===== src/hdl/tas_pkg.sv =====
`default_nettype none
// ---------------------------------------------------------------------------
// tas_pkg: shared types and constants for the two-axis position servo
// Holds the register map codes, configuration groups and fixed scaling
// constants used by the axis datapath and the top level.
// ---------------------------------------------------------------------------
package tas_pkg;

    // Configuration register map
    typedef enum logic [2:0] {
        CFG_LEFT_LOW   = 3'd0,
        CFG_LEFT_HIGH  = 3'd1,
        CFG_RIGHT_LOW  = 3'd2,
        CFG_RIGHT_HIGH = 3'd3,
        CFG_NULL_BAND  = 3'd4,
        CFG_GAIN       = 3'd5,
        CFG_FRICTION   = 3'd6,
        CFG_POWER_CAP  = 3'd7
    } t_cfg_idx;

    localparam int POS_W = 11;

    // Per-axis travel window and friction offset
    typedef struct packed {
        logic signed [POS_W-1:0] low_bound;
        logic signed [POS_W-1:0] high_bound;
        logic        [7:0]       friction;
    } t_axis_cfg;

    // Settings shared by both axes
    typedef struct packed {
        logic [7:0] null_band;
        logic [7:0] gain;
        logic [6:0] power_cap;
    } t_loop_cfg;

    // Per-axis control bits that travel with a beat
    typedef struct packed {
        logic enable;
        logic low_stop;
        logic high_stop;
    } t_axis_ctl;

    // Reset values of the registers
    localparam logic signed [POS_W-1:0] RST_LOW_BOUND  = -11'sd400;
    localparam logic signed [POS_W-1:0] RST_HIGH_BOUND = 11'sd400;
    localparam logic [7:0]  RST_NULL_BAND = 8'd5;
    localparam logic [7:0]  RST_GAIN      = 8'd10;
    localparam logic [15:0] RST_FRICTION  = 16'd0;
    localparam logic [6:0]  RST_POWER_CAP = 7'd100;

    // Full-scale drive in percent
    localparam logic [6:0] POWER_FULL = 7'd100;

    // Divide by 10 as multiply by ceil(2^23/10), exact for values below 2^22
    localparam logic [19:0] RECIP_10 = 20'd838861;
    localparam int          SHIFT_10 = 23;

    // Divide by 100 as multiply by ceil(2^20/100), exact for values below 2^15
    localparam logic [13:0] RECIP_100 = 14'd10486;
    localparam int          SHIFT_100 = 20;

endpackage
`default_nettype wire


===== src/hdl/tas_axis.sv =====
`default_nettype none
// ---------------------------------------------------------------------------
// tas_axis: one axis of the proportional servo
// Three register stages: error and gain product, scaled and limited power
// magnitude, then signed power and servo pulse.
// ---------------------------------------------------------------------------
module tas_axis #(
    parameter int PULSE_ZERO = 90,
    parameter int PULSE_SPAN = 90
) (
    input  wire logic                  i_clk,
    input  wire tas_pkg::t_axis_cfg    i_axis_cfg,
    input  wire tas_pkg::t_loop_cfg    i_loop_cfg,
    input  wire tas_pkg::t_axis_ctl    i_ctl,
    input  wire logic signed [10:0]    i_target,
    input  wire logic signed [10:0]    i_position,
    output logic signed [7:0]          o_power,
    output logic [7:0]                 o_pulse
);
    import tas_pkg::*;

    localparam logic [7:0] ZERO = PULSE_ZERO[7:0];
    localparam logic [6:0] SPAN = PULSE_SPAN[6:0];

    // Stage A: clamp target, error, dead band test and gain product
    logic signed [POS_W-1:0] s_tgt;
    logic signed [POS_W:0]   s_err;
    logic [POS_W:0]          s_err_abs;
    logic [POS_W-1:0]        s_mag;
    logic                    n_act;
    logic [18:0]             n_prod;

    always_comb begin
        s_tgt = i_target;
        if (s_tgt > i_axis_cfg.high_bound) begin
            s_tgt = i_axis_cfg.high_bound;
        end
        if (s_tgt < i_axis_cfg.low_bound) begin
            s_tgt = i_axis_cfg.low_bound;
        end
        s_err     = {s_tgt[POS_W-1], s_tgt} - {i_position[POS_W-1], i_position};
        s_err_abs = s_err[POS_W] ? (-s_err) : s_err;
        s_mag     = s_err_abs[POS_W-1:0];
        n_act     = i_ctl.enable && (s_mag > {3'b000, i_loop_cfg.null_band});
        n_prod    = 19'(s_mag) * 19'(i_loop_cfg.gain);
    end

    logic [18:0] r_prod;
    logic        r_neg_a;
    logic        r_act;
    t_axis_ctl   r_ctl_a;

    always_ff @(posedge i_clk) begin
        r_prod  <= n_prod;
        r_neg_a <= s_err[POS_W];
        r_act   <= n_act;
        r_ctl_a <= i_ctl;
    end

    // Stage B: divide by ten, friction offset, limits and stop gating
    logic [38:0] s_scaled;
    logic [15:0] s_quot;
    logic [16:0] s_sum;
    logic [6:0]  s_lim;
    logic [6:0]  n_pmag;

    always_comb begin
        s_scaled = 39'(r_prod) * 39'(RECIP_10);
        s_quot   = s_scaled[SHIFT_10 +: 16];
        s_sum    = 17'(s_quot) + 17'(i_axis_cfg.friction);
        s_lim    = (i_loop_cfg.power_cap > POWER_FULL) ? POWER_FULL : i_loop_cfg.power_cap;
        if (!r_act || (s_quot == 16'd0)) begin
            n_pmag = 7'd0;
        end else if (s_sum > 17'(s_lim)) begin
            n_pmag = s_lim;
        end else begin
            n_pmag = s_sum[6:0];
        end
        // An end switch blocks only drive toward it
        if ((!r_neg_a && r_ctl_a.high_stop) || (r_neg_a && r_ctl_a.low_stop)) begin
            n_pmag = 7'd0;
        end
    end

    logic [6:0] r_pmag;
    logic       r_neg_b;

    always_ff @(posedge i_clk) begin
        r_pmag  <= n_pmag;
        r_neg_b <= r_neg_a;
    end

    // Stage C: signed power and servo pulse, scaled with truncation to zero
    logic [13:0]       s_span_prod;
    logic [27:0]       s_pulse_scaled;
    logic [7:0]        s_pulse_mag;
    logic signed [7:0] n_power;
    logic [7:0]        n_pulse;

    always_comb begin
        s_span_prod    = 14'(r_pmag) * 14'(SPAN);
        s_pulse_scaled = 28'(s_span_prod) * 28'(RECIP_100);
        s_pulse_mag    = {1'b0, s_pulse_scaled[SHIFT_100 +: 7]};
        n_power        = r_neg_b ? (-$signed({1'b0, r_pmag})) : $signed({1'b0, r_pmag});
        n_pulse        = r_neg_b ? (ZERO - s_pulse_mag) : (ZERO + s_pulse_mag);
    end

    always_ff @(posedge i_clk) begin
        o_power <= n_power;
        o_pulse <= n_pulse;
    end

endmodule
`default_nettype wire


===== src/hdl/two_axis_position_servo_unit.sv =====
`default_nettype none
// ---------------------------------------------------------------------------
// two_axis_position_servo_unit: two-axis proportional position servo
// Clamps targets to their windows, applies a dead band, gain, friction
// offset and power limits per axis, and produces drive power and pulses.
// ---------------------------------------------------------------------------
// o_done strobes once a beat has left the input register and the three axis stages.
// Throughput: one beat per cycle; o_busy is high only while reset is held,
// the four-stage pipeline (input register plus three axis stages) accepts every cycle.
// Reset: synchronous active-low reset loads the register reset values
// and clears the pipeline valid bits; results cannot be stalled.
// ---------------------------------------------------------------------------
module two_axis_position_servo_unit #(
    parameter int PULSE_ZERO = 90,
    parameter int PULSE_SPAN = 90
) (
    input  wire logic               i_clk,
    input  wire logic               i_rst_n,
    input  wire logic               i_start,
    output logic                    o_busy,
    input  wire logic signed [10:0] i_left_target,
    input  wire logic signed [10:0] i_right_target,
    input  wire logic signed [10:0] i_left_position,
    input  wire logic signed [10:0] i_right_position,
    input  wire logic               i_left_lower_stop,
    input  wire logic               i_left_upper_stop,
    input  wire logic               i_right_lower_stop,
    input  wire logic               i_right_upper_stop,
    input  wire logic               i_drive_enable,
    input  wire logic               i_cfg_valid,
    output logic                    o_cfg_ready,
    input  wire logic [2:0]         i_cfg_index,
    input  wire logic [15:0]        i_cfg_data,
    output logic                    o_done,
    output logic signed [7:0]       o_left_power,
    output logic signed [7:0]       o_right_power,
    output logic [7:0]              o_left_pulse,
    output logic [7:0]              o_right_pulse
);
    import tas_pkg::*;

    // Nothing is taken while reset is held
    assign o_busy      = !i_rst_n;
    assign o_cfg_ready = i_rst_n;

    // Configuration registers
    t_axis_cfg r_left_cfg;
    t_axis_cfg r_right_cfg;
    t_loop_cfg r_loop_cfg;

    always_ff @(posedge i_clk) begin
        if (!i_rst_n) begin
            r_left_cfg.low_bound   <= RST_LOW_BOUND;
            r_left_cfg.high_bound  <= RST_HIGH_BOUND;
            r_left_cfg.friction    <= RST_FRICTION[7:0];
            r_right_cfg.low_bound  <= RST_LOW_BOUND;
            r_right_cfg.high_bound <= RST_HIGH_BOUND;
            r_right_cfg.friction   <= RST_FRICTION[15:8];
            r_loop_cfg.null_band   <= RST_NULL_BAND;
            r_loop_cfg.gain        <= RST_GAIN;
            r_loop_cfg.power_cap   <= RST_POWER_CAP;
        end else if (i_cfg_valid && o_cfg_ready) begin
            unique case (t_cfg_idx'(i_cfg_index))
                CFG_LEFT_LOW:   r_left_cfg.low_bound   <= i_cfg_data[10:0];
                CFG_LEFT_HIGH:  r_left_cfg.high_bound  <= i_cfg_data[10:0];
                CFG_RIGHT_LOW:  r_right_cfg.low_bound  <= i_cfg_data[10:0];
                CFG_RIGHT_HIGH: r_right_cfg.high_bound <= i_cfg_data[10:0];
                CFG_NULL_BAND:  r_loop_cfg.null_band   <= i_cfg_data[7:0];
                CFG_GAIN:       r_loop_cfg.gain        <= i_cfg_data[7:0];
                CFG_FRICTION: begin
                    r_left_cfg.friction  <= i_cfg_data[7:0];
                    r_right_cfg.friction <= i_cfg_data[15:8];
                end
                CFG_POWER_CAP:  r_loop_cfg.power_cap   <= i_cfg_data[6:0];
                default: ;
            endcase
        end
    end

    // Valid bits: input register, then three axis stages
    logic [3:0] r_vld;

    always_ff @(posedge i_clk) begin
        if (!i_rst_n) begin
            r_vld <= 4'b0000;
        end else begin
            r_vld <= {r_vld[2:0], i_start && !o_busy};
        end
    end

    assign o_done = r_vld[3];

    // Input register for the accepted beat
    logic signed [10:0] r_left_target;
    logic signed [10:0] r_right_target;
    logic signed [10:0] r_left_position;
    logic signed [10:0] r_right_position;
    t_axis_ctl          r_left_ctl;
    t_axis_ctl          r_right_ctl;

    always_ff @(posedge i_clk) begin
        if (i_start && !o_busy) begin
            r_left_target        <= i_left_target;
            r_right_target       <= i_right_target;
            r_left_position      <= i_left_position;
            r_right_position     <= i_right_position;
            r_left_ctl.enable    <= i_drive_enable;
            r_left_ctl.low_stop  <= i_left_lower_stop;
            r_left_ctl.high_stop <= i_left_upper_stop;
            r_right_ctl.enable    <= i_drive_enable;
            r_right_ctl.low_stop  <= i_right_lower_stop;
            r_right_ctl.high_stop <= i_right_upper_stop;
        end
    end

    // Axis datapaths
    tas_axis #(
        .PULSE_ZERO (PULSE_ZERO),
        .PULSE_SPAN (PULSE_SPAN)
    ) u_left_axis (
        .i_clk      (i_clk),
        .i_axis_cfg (r_left_cfg),
        .i_loop_cfg (r_loop_cfg),
        .i_ctl      (r_left_ctl),
        .i_target   (r_left_target),
        .i_position (r_left_position),
        .o_power    (o_left_power),
        .o_pulse    (o_left_pulse)
    );

    tas_axis #(
        .PULSE_ZERO (PULSE_ZERO),
        .PULSE_SPAN (PULSE_SPAN)
    ) u_right_axis (
        .i_clk      (i_clk),
        .i_axis_cfg (r_right_cfg),
        .i_loop_cfg (r_loop_cfg),
        .i_ctl      (r_right_ctl),
        .i_target   (r_right_target),
        .i_position (r_right_position),
        .o_power    (o_right_power),
        .o_pulse    (o_right_pulse)
    );

endmodule
`default_nettype wire


===== config.mk =====
export PLATFORM = sky130hd
export DESIGN_NAME = two_axis_position_servo_unit
export DESIGN_NICKNAME = d
export VERILOG_FILES = /design/src/hdl/tas_pkg.sv /design/src/hdl/tas_axis.sv /design/src/hdl/two_axis_position_servo_unit.sv
export SDC_FILE = /design/constraint.sdc
export NUM_CORES = 2
export LEC_CHECK = 0
export ABC_AREA = 1
export BUFFER_PORTS_ARGS = -buffer_cell sky130_fd_sc_hd__buf_2
export CAP_MARGIN = 20
export CELL_PAD_IN_SITES_DETAIL_PLACEMENT = 1
export CELL_PAD_IN_SITES_GLOBAL_PLACEMENT = 2
export CORE_UTILIZATION = 36
export CTS_CLUSTER_DIAMETER = 100
export DETAILED_ROUTE_END_ITERATION = 8
export PLACE_DENSITY = 0.92
export SLEW_MARGIN = 40
export SYNTH_ARGS = -nofsm -noshare
export SYNTH_HDL_FRONTEND = slang
export SYNTH_HIERARCHICAL = 1
export SYNTH_SLANG_ARGS = --single-unit

===== constraint.sdc =====
create_clock -name i_clk -period 9.1 [get_ports i_clk]
set_input_delay 1.365 -clock i_clk [delete_from_list [all_inputs] [get_ports i_clk]]
set_output_delay 1.365 -clock i_clk [all_outputs]
set_load 0.03 [all_outputs]

* Word level (Yosys, flattened, before mapping)
Index checks and enable logic that the tools add are counted.
** Storage, ports and cells
- Register bits :: 230
- Bits of input ports :: 72
- Output and inout bits :: 35
- Logic and storage cells :: 118
** Operators by class
- Add/sub/neg operators :: 12
- Multiply operators :: 8
- Order comparisons :: 9
- Equal/unequal tests :: 7
- Multiplexer cells :: 13
- Reductions and logical operators :: 30
** Operators with widths (count)
- multiplier 19 x 20 -> 39 bit, second input constant :: 2
- 2-to-1 mux 11 bit :: 6
- multiplier 13 x 13 -> 25 bit, second input constant :: 2
- multiplier 11 x 8 -> 19 bit :: 2
- 2-to-1 mux 7 bit :: 5
- adder 16 x 8 -> 17 bit :: 2
- > comparator 17 x 7 -> 1 bit :: 2
- zero test 16 bit :: 2
- multiplier 7 x 6 -> 13 bit, second input constant :: 2
- subtractor 11 x 11 -> 12 bit :: 2
- > comparator 11 bit :: 2
- > comparator 11 x 8 -> 1 bit :: 2
- < comparator 11 bit :: 2
- negator 11 bit :: 2
- adder 7 x 7 -> 8 bit, first input constant :: 2
- 2-to-1 mux 8 bit :: 2
- negator 7 -> 8 bit :: 2
- AND reduction 2 bit :: 8
- subtractor 7 x 7 -> 8 bit, first input constant :: 2
- equality test 3 bit, second input constant :: 4
- logical AND 1 bit :: 8
- > comparator 7 bit, second input constant :: 1
- equality test 3 x 2 -> 1 bit, second input constant :: 2
- zero test 1 bit :: 5
- other kinds (4) :: 8

* Longest topological paths before layout
- Word-level depth :: 9
- Depth in mapped cells :: 58
- Mapped depth without buffers :: 56

* By module
The synthesis kept the hierarchy.
** Modules (own cells, without submodules)
- tas_axis at u_left_axis :: instances 1, cells an instance 2272, area an instance 16967.5 um^2, sequential area each 940.9 um^2
- tas_axis at u_right_axis :: instances 1, cells an instance 2206, area an instance 16707.3 um^2, sequential area each 940.9 um^2
- two_axis_position_servo_unit :: instances 1, cells an instance 529, area an instance 4951.0 um^2, sequential area each 3213.1 um^2

* Least setup slack after synthesis
OpenSTA, ideal clock, no wires.
- Path type :: register -> register
- From :: reg r_right_target[10]
- To :: reg u_right_axis.r_prod[18]
- Library setup time :: 72 ps
- Arrival time :: 8494 ps
- Required time :: 9028 ps
- Setup slack :: 535 ps
- Cell stages (with the launch flop) :: 47
- Period minus slack after synthesis :: 8565 ps
- Cell sequence :: edfxtp_1 ha_1 nand2_1 nor2_1 nand3_1 nand3_1 xor2_1 nand2_1 clkbuf_1 o21ai_0 ha_1 a21oi_1 o21ai_0 a31oi_1 nand2_1 nand2_1 nand2_1 buf_2 [11 not listed] fa_1 inv_1 fa_1 inv_1 fa_1 inv_1 ha_1 nand2_1 o21ai_0 nand3_1 nand2_1 nand3_1 nand2_1 nand3_1 nand2_1 nand3_1 o21ai_0 xor2_1
** Between the ends
- Longest elaborated chain between the ends :: 8
** RTL lines
- start: declaration :: line two_axis_position_servo_unit.sv:95 : logic signed [10:0] r_right_target;
- start signal: assignment :: line two_axis_position_servo_unit.sv:104 : r_right_target <= i_right_target;
- > comparator 11 bit :: line tas_axis.sv:35 : if (s_tgt > i_axis_cfg.high_bound) begin
- 2-to-1 mux 11 bit (*) :: line tas_axis.sv:35
- < comparator 11 bit :: line tas_axis.sv:38 : if (s_tgt < i_axis_cfg.low_bound) begin
- 2-to-1 mux 11 bit (*) :: line tas_axis.sv:38
- subtractor 11 x 11 -> 12 bit (*) :: line tas_axis.sv:41 : s_err = {s_tgt[POS_W-1], s_tgt} - {i_position[POS_W-1], i_position};
- negator 11 bit :: line tas_axis.sv:42 : s_err_abs = s_err[POS_W] ? (-s_err) : s_err;
- 2-to-1 mux 11 bit (*) :: line tas_axis.sv:42
- multiplier 11 x 8 -> 19 bit (*) :: line tas_axis.sv:45 : n_prod = 19'(s_mag) * 19'(i_loop_cfg.gain);
- net u_right_axis.n_prod[18] :: line tas_axis.sv:31 : logic [18:0] n_prod;
- end signal: assignment :: line tas_axis.sv:54 : r_prod <= n_prod;
- end: declaration :: line tas_axis.sv:48 : logic [18:0] r_prod;
Mark *: on every way through the listed nets, which the timed path passes. The rest lies on a longest branch.
A chain may end at the register's enable or synchronous reset.

* Worst setup path in the final report
- From :: reg r_right_target[9]
- To :: reg u_right_axis.r_prod[18]
Same word-level chain as after synthesis.

==> flow_summary.json <==
{
  "place_congestion": 0.906,
  "crit_path_end": "u_right_axis/r_prod[18]$_DFF_P_",
  "synth_top_cells_by_count": "inv_1 (1192), nand2_1 (938), ha_1 (704)",
  "path_clk_slew_ps": 60,
  "setup_viol": 0,
  "tightest_slew_ps": 796,
  "drive_above_1_share": 0.0804,
  "cts_buffers": 31,
  "synth_most_common_cell": "inv_1",
  "start_util": 0.365,
  "startpoint": "r_right_target[9]$_DFFE_PP_",
  "synth.avg_cell_area_sq_um": 7.71,
  "synth-seq-cells": 230,
  "yosysUniqueCellTypes": 53,
  "reg2reg_to": "u_right_axis/r_prod[18]$_DFF_P_",
  "coreArea_sq_um": 106000,
  "grt_pass1_wl_um": 180000,
  "slew-limit-headroom": 0.468,
  "port_buffers": 106,
  "cp-start-kind": "flop",
  "hold_class": "reg -> reg",
  "cts.htree.levels": 1,
  "synth_fp_nets": 6219,
  "grt_overflow": 0,
  "yosys-top-cells-area": "ha_1 (23%), fa_1 (23%), inv_1 (12%)",
  "fin_setup_tns_ps": 0,
  "cp.required_ps": 9680,
  "final.setup_skew_ps": 23.2,
  "path_max_fanout": 6,
  "finalCritPeriodShare": 0.985,
  "yosysSeqAreaShare": 0.132,
  "postLayoutSetupSlackWorst_ps": 133,
  "drtPass1Iterations": 5,
  "synth_ff_type": "dfxtp_1",
  "cts.sink_count": 230,
  "critical_path.endpoint_type": "flop",
  "clk_path_buf_depth": 3,
  "cts_tree": "done",
  "cts-root-buf": "clkbuf_16",
  "track_usage": 0.206,
  "grt_max_degree": 65,
  "rrSetupSlack_ps": 130,
  "place_ws_ps": -295,
  "grt_antenna_before_repair": 4,
  "drt_iter0_drc": 1393,
  "die_area_sq_um": 109000,
  "drv_cap": 0,
  "rsz0062_at_grt": "yes",
  "ios": 107,
  "wirelength_um": 112000,
  "ys_async_sr_fraction": 0,
  "syn2layout_area_growth_pct": 11.2,
  "grt_pass1_vias": 35079,
  "rows": 119,
  "status": "complete, no violations",
  "avgRoutedWirePerCell_um": 16.9,
  "slew_violations": 0,
  "drcViolationCount": 0,
  "reg2reg_depth": 48,
  "syn_inst": 5007,
  "hold_buffers": 0,
  "ys_warn_count": 6,
  "dieHeight_um": 330,
  "period_needed_ps": 8970,
  "cpPeakStageDelay_ps": 550,
  "yosys.area.top_type": "ha_1",
  "via_per_inst": 4.88,
  "synth_area_sq_um": 38600,
  "final_hold_viol_count": 0,
  "vias": 32235,
  "rr_startpoint": "r_right_target[9]$_DFFE_PP_",
  "cp_slowest_cell": "fa_1",
  "fmax_mhz": 112,
  "dieWidth_um": 330,
  "netlist.area_leader.share": 0.228,
  "crit_type": "reg -> reg",
  "layout.nets": 6397,
  "worstSkewPairLatency_ps": 640,
  "synth_edf_count": 49,
  "post-dp-hpwl_um": 98100,
  "critPathArrivalTime_ps": 9540,
  "drt.antenna.violating_nets": 0
}
==> how the worst min path moves through the flow <==
stage | startpoint | end | slack (ps) | cells past startpoint
4_1_cts | r_right_ctl[0]$_DFFE_PP_ | u_right_axis/r_ctl_a[0]$_DFF_P_ | 360 | 0
2_1_floorplan | r_left_ctl[0]$_DFFE_PP_ | u_left_axis/r_ctl_a[0]$_DFF_P_ | 320 | 0
5_1_grt | r_right_ctl[0]$_DFFE_PP_ | u_right_axis/r_ctl_a[0]$_DFF_P_ | 360 | 0
6_report | r_right_ctl[0]$_DFFE_PP_ | u_right_axis/r_ctl_a[0]$_DFF_P_ | 360 | 0
3_5_place_dp | r_right_ctl[0]$_DFFE_PP_ | u_right_axis/r_ctl_a[0]$_DFF_P_ | 330 | 0
3_3_place_gp | r_right_ctl[0]$_DFFE_PP_ | u_right_axis/r_ctl_a[0]$_DFF_P_ | 330 | 0
==> metrics by stage <==
step / util / hold slack, ps / cells / cell area [sq um]
6_report: 0.406 / 359 / 6601 / 43000
4_1_cts: 0.399 / 358 / 6579 / 42300
3_3_place_gp: 0.388 / 326 / 6516 / 41100
5_1_grt: 0.406 / 358 / 6600 / 43000
2_1_floorplan: - / 323 / 5007 / 38600
3_5_place_dp: 0.388 / 329 / 6516 / 41100
==> cells in the final DEF, fill, tap and decap left out, types with 7 or more instances in the layout <==
cell type,netlist,final
nor3_1,26,24
nand2_2,15,26
a21oi_2,8,17
o21ai_2,3,13
buf_4,11,89
clkinv_1,10,15
xor2_2,4,13
o21ai_0,103,77
inv_2,12,17
fa_1,436,434
nand3_1,268,265
clkbuf_16,0,31
o21ai_1,6,21
nor2_4,8,11
o21bai_1,27,27
xnor2_1,46,42
or2_2,8,8
nor2_2,14,20
nand3b_1,16,16
buf_2,19,105
edfxtp_1,49,49
nand3_2,5,7
o211ai_1,8,8
nand4_1,46,46
nor2_1,447,438
nor4_1,9,8
ha_1,704,685
xor2_1,79,70
dfxtp_1,181,181
ha_4,0,15
a21o_1,12,12
a21oi_1,229,219
nand2_1,938,924
inv_1,1192,1186
==> critical path, delay by kind of cell (launching register included) <==
kind	cells	cell delay (ps)
fa+ha+maj	8	3390
simple gates	18	1760
compound gates	8	1540
buf+inv	10	980
xor+xnor	4	760
flops	1	470
==> sequential cells by signal, indices dropped and copies added (netlist names), 11 cells and up <==
signal and count:
r_left_cfg 30, r_right_cfg 30, r_left_target 11, r_right_position 11
r_loop_cfg 23, r_left_position 11, u_right_axis/r_prod 19, r_right_target 11
u_left_axis/r_prod 19
==> cell families after synthesis <==
group | after synthesis | synth area share
AND/OR/NAND/NOR | 1811 | 0.196
buffers and inverters | 1265 | 0.125
adder cells (fa/ha/maj) | 1140 | 0.454
AO/OA/AOI/OAI | 432 | 0.0628
flip-flops | 230 | 0.132
XOR/XNOR | 129 | 0.0300
==> routing by layer <==
metal | up-vias | part of all wire | GRT usage
met2 | 383 | 0.50 | 0.378
li1 | 15865 | - | -
met3 | 126 | 0.022 | 0.0161
met5 | - | 0.00013 | 0
met4 | 2 | 0.026 | 0.0509
met1 | 15859 | 0.45 | 0.259
==> cell type report <==
type | instances | area [sq um]
clock buffer | 36 | 805
multi-input combinational | 3512 | 29300
inverter | 1214 | 4560
tap | 1391 | 1740
clock inverter | 21 | 270
antenna | 1 | 2.50
timing repair buffer | 196 | 1220
fill | 13023 | 62900
sequential | 230 | 5090
==> what timing repair did <==
action / 4_1_cts / 5_1_grt
pin swaps: 3 / 28
endpoints found under the setup margin: 8 / 20
setup buffers: 6 / 21
gates resized for setup: 18 / 120
Power is not shown: default switching activity piles up to over one toggle a cycle in this logic, so the estimate is an artifact.
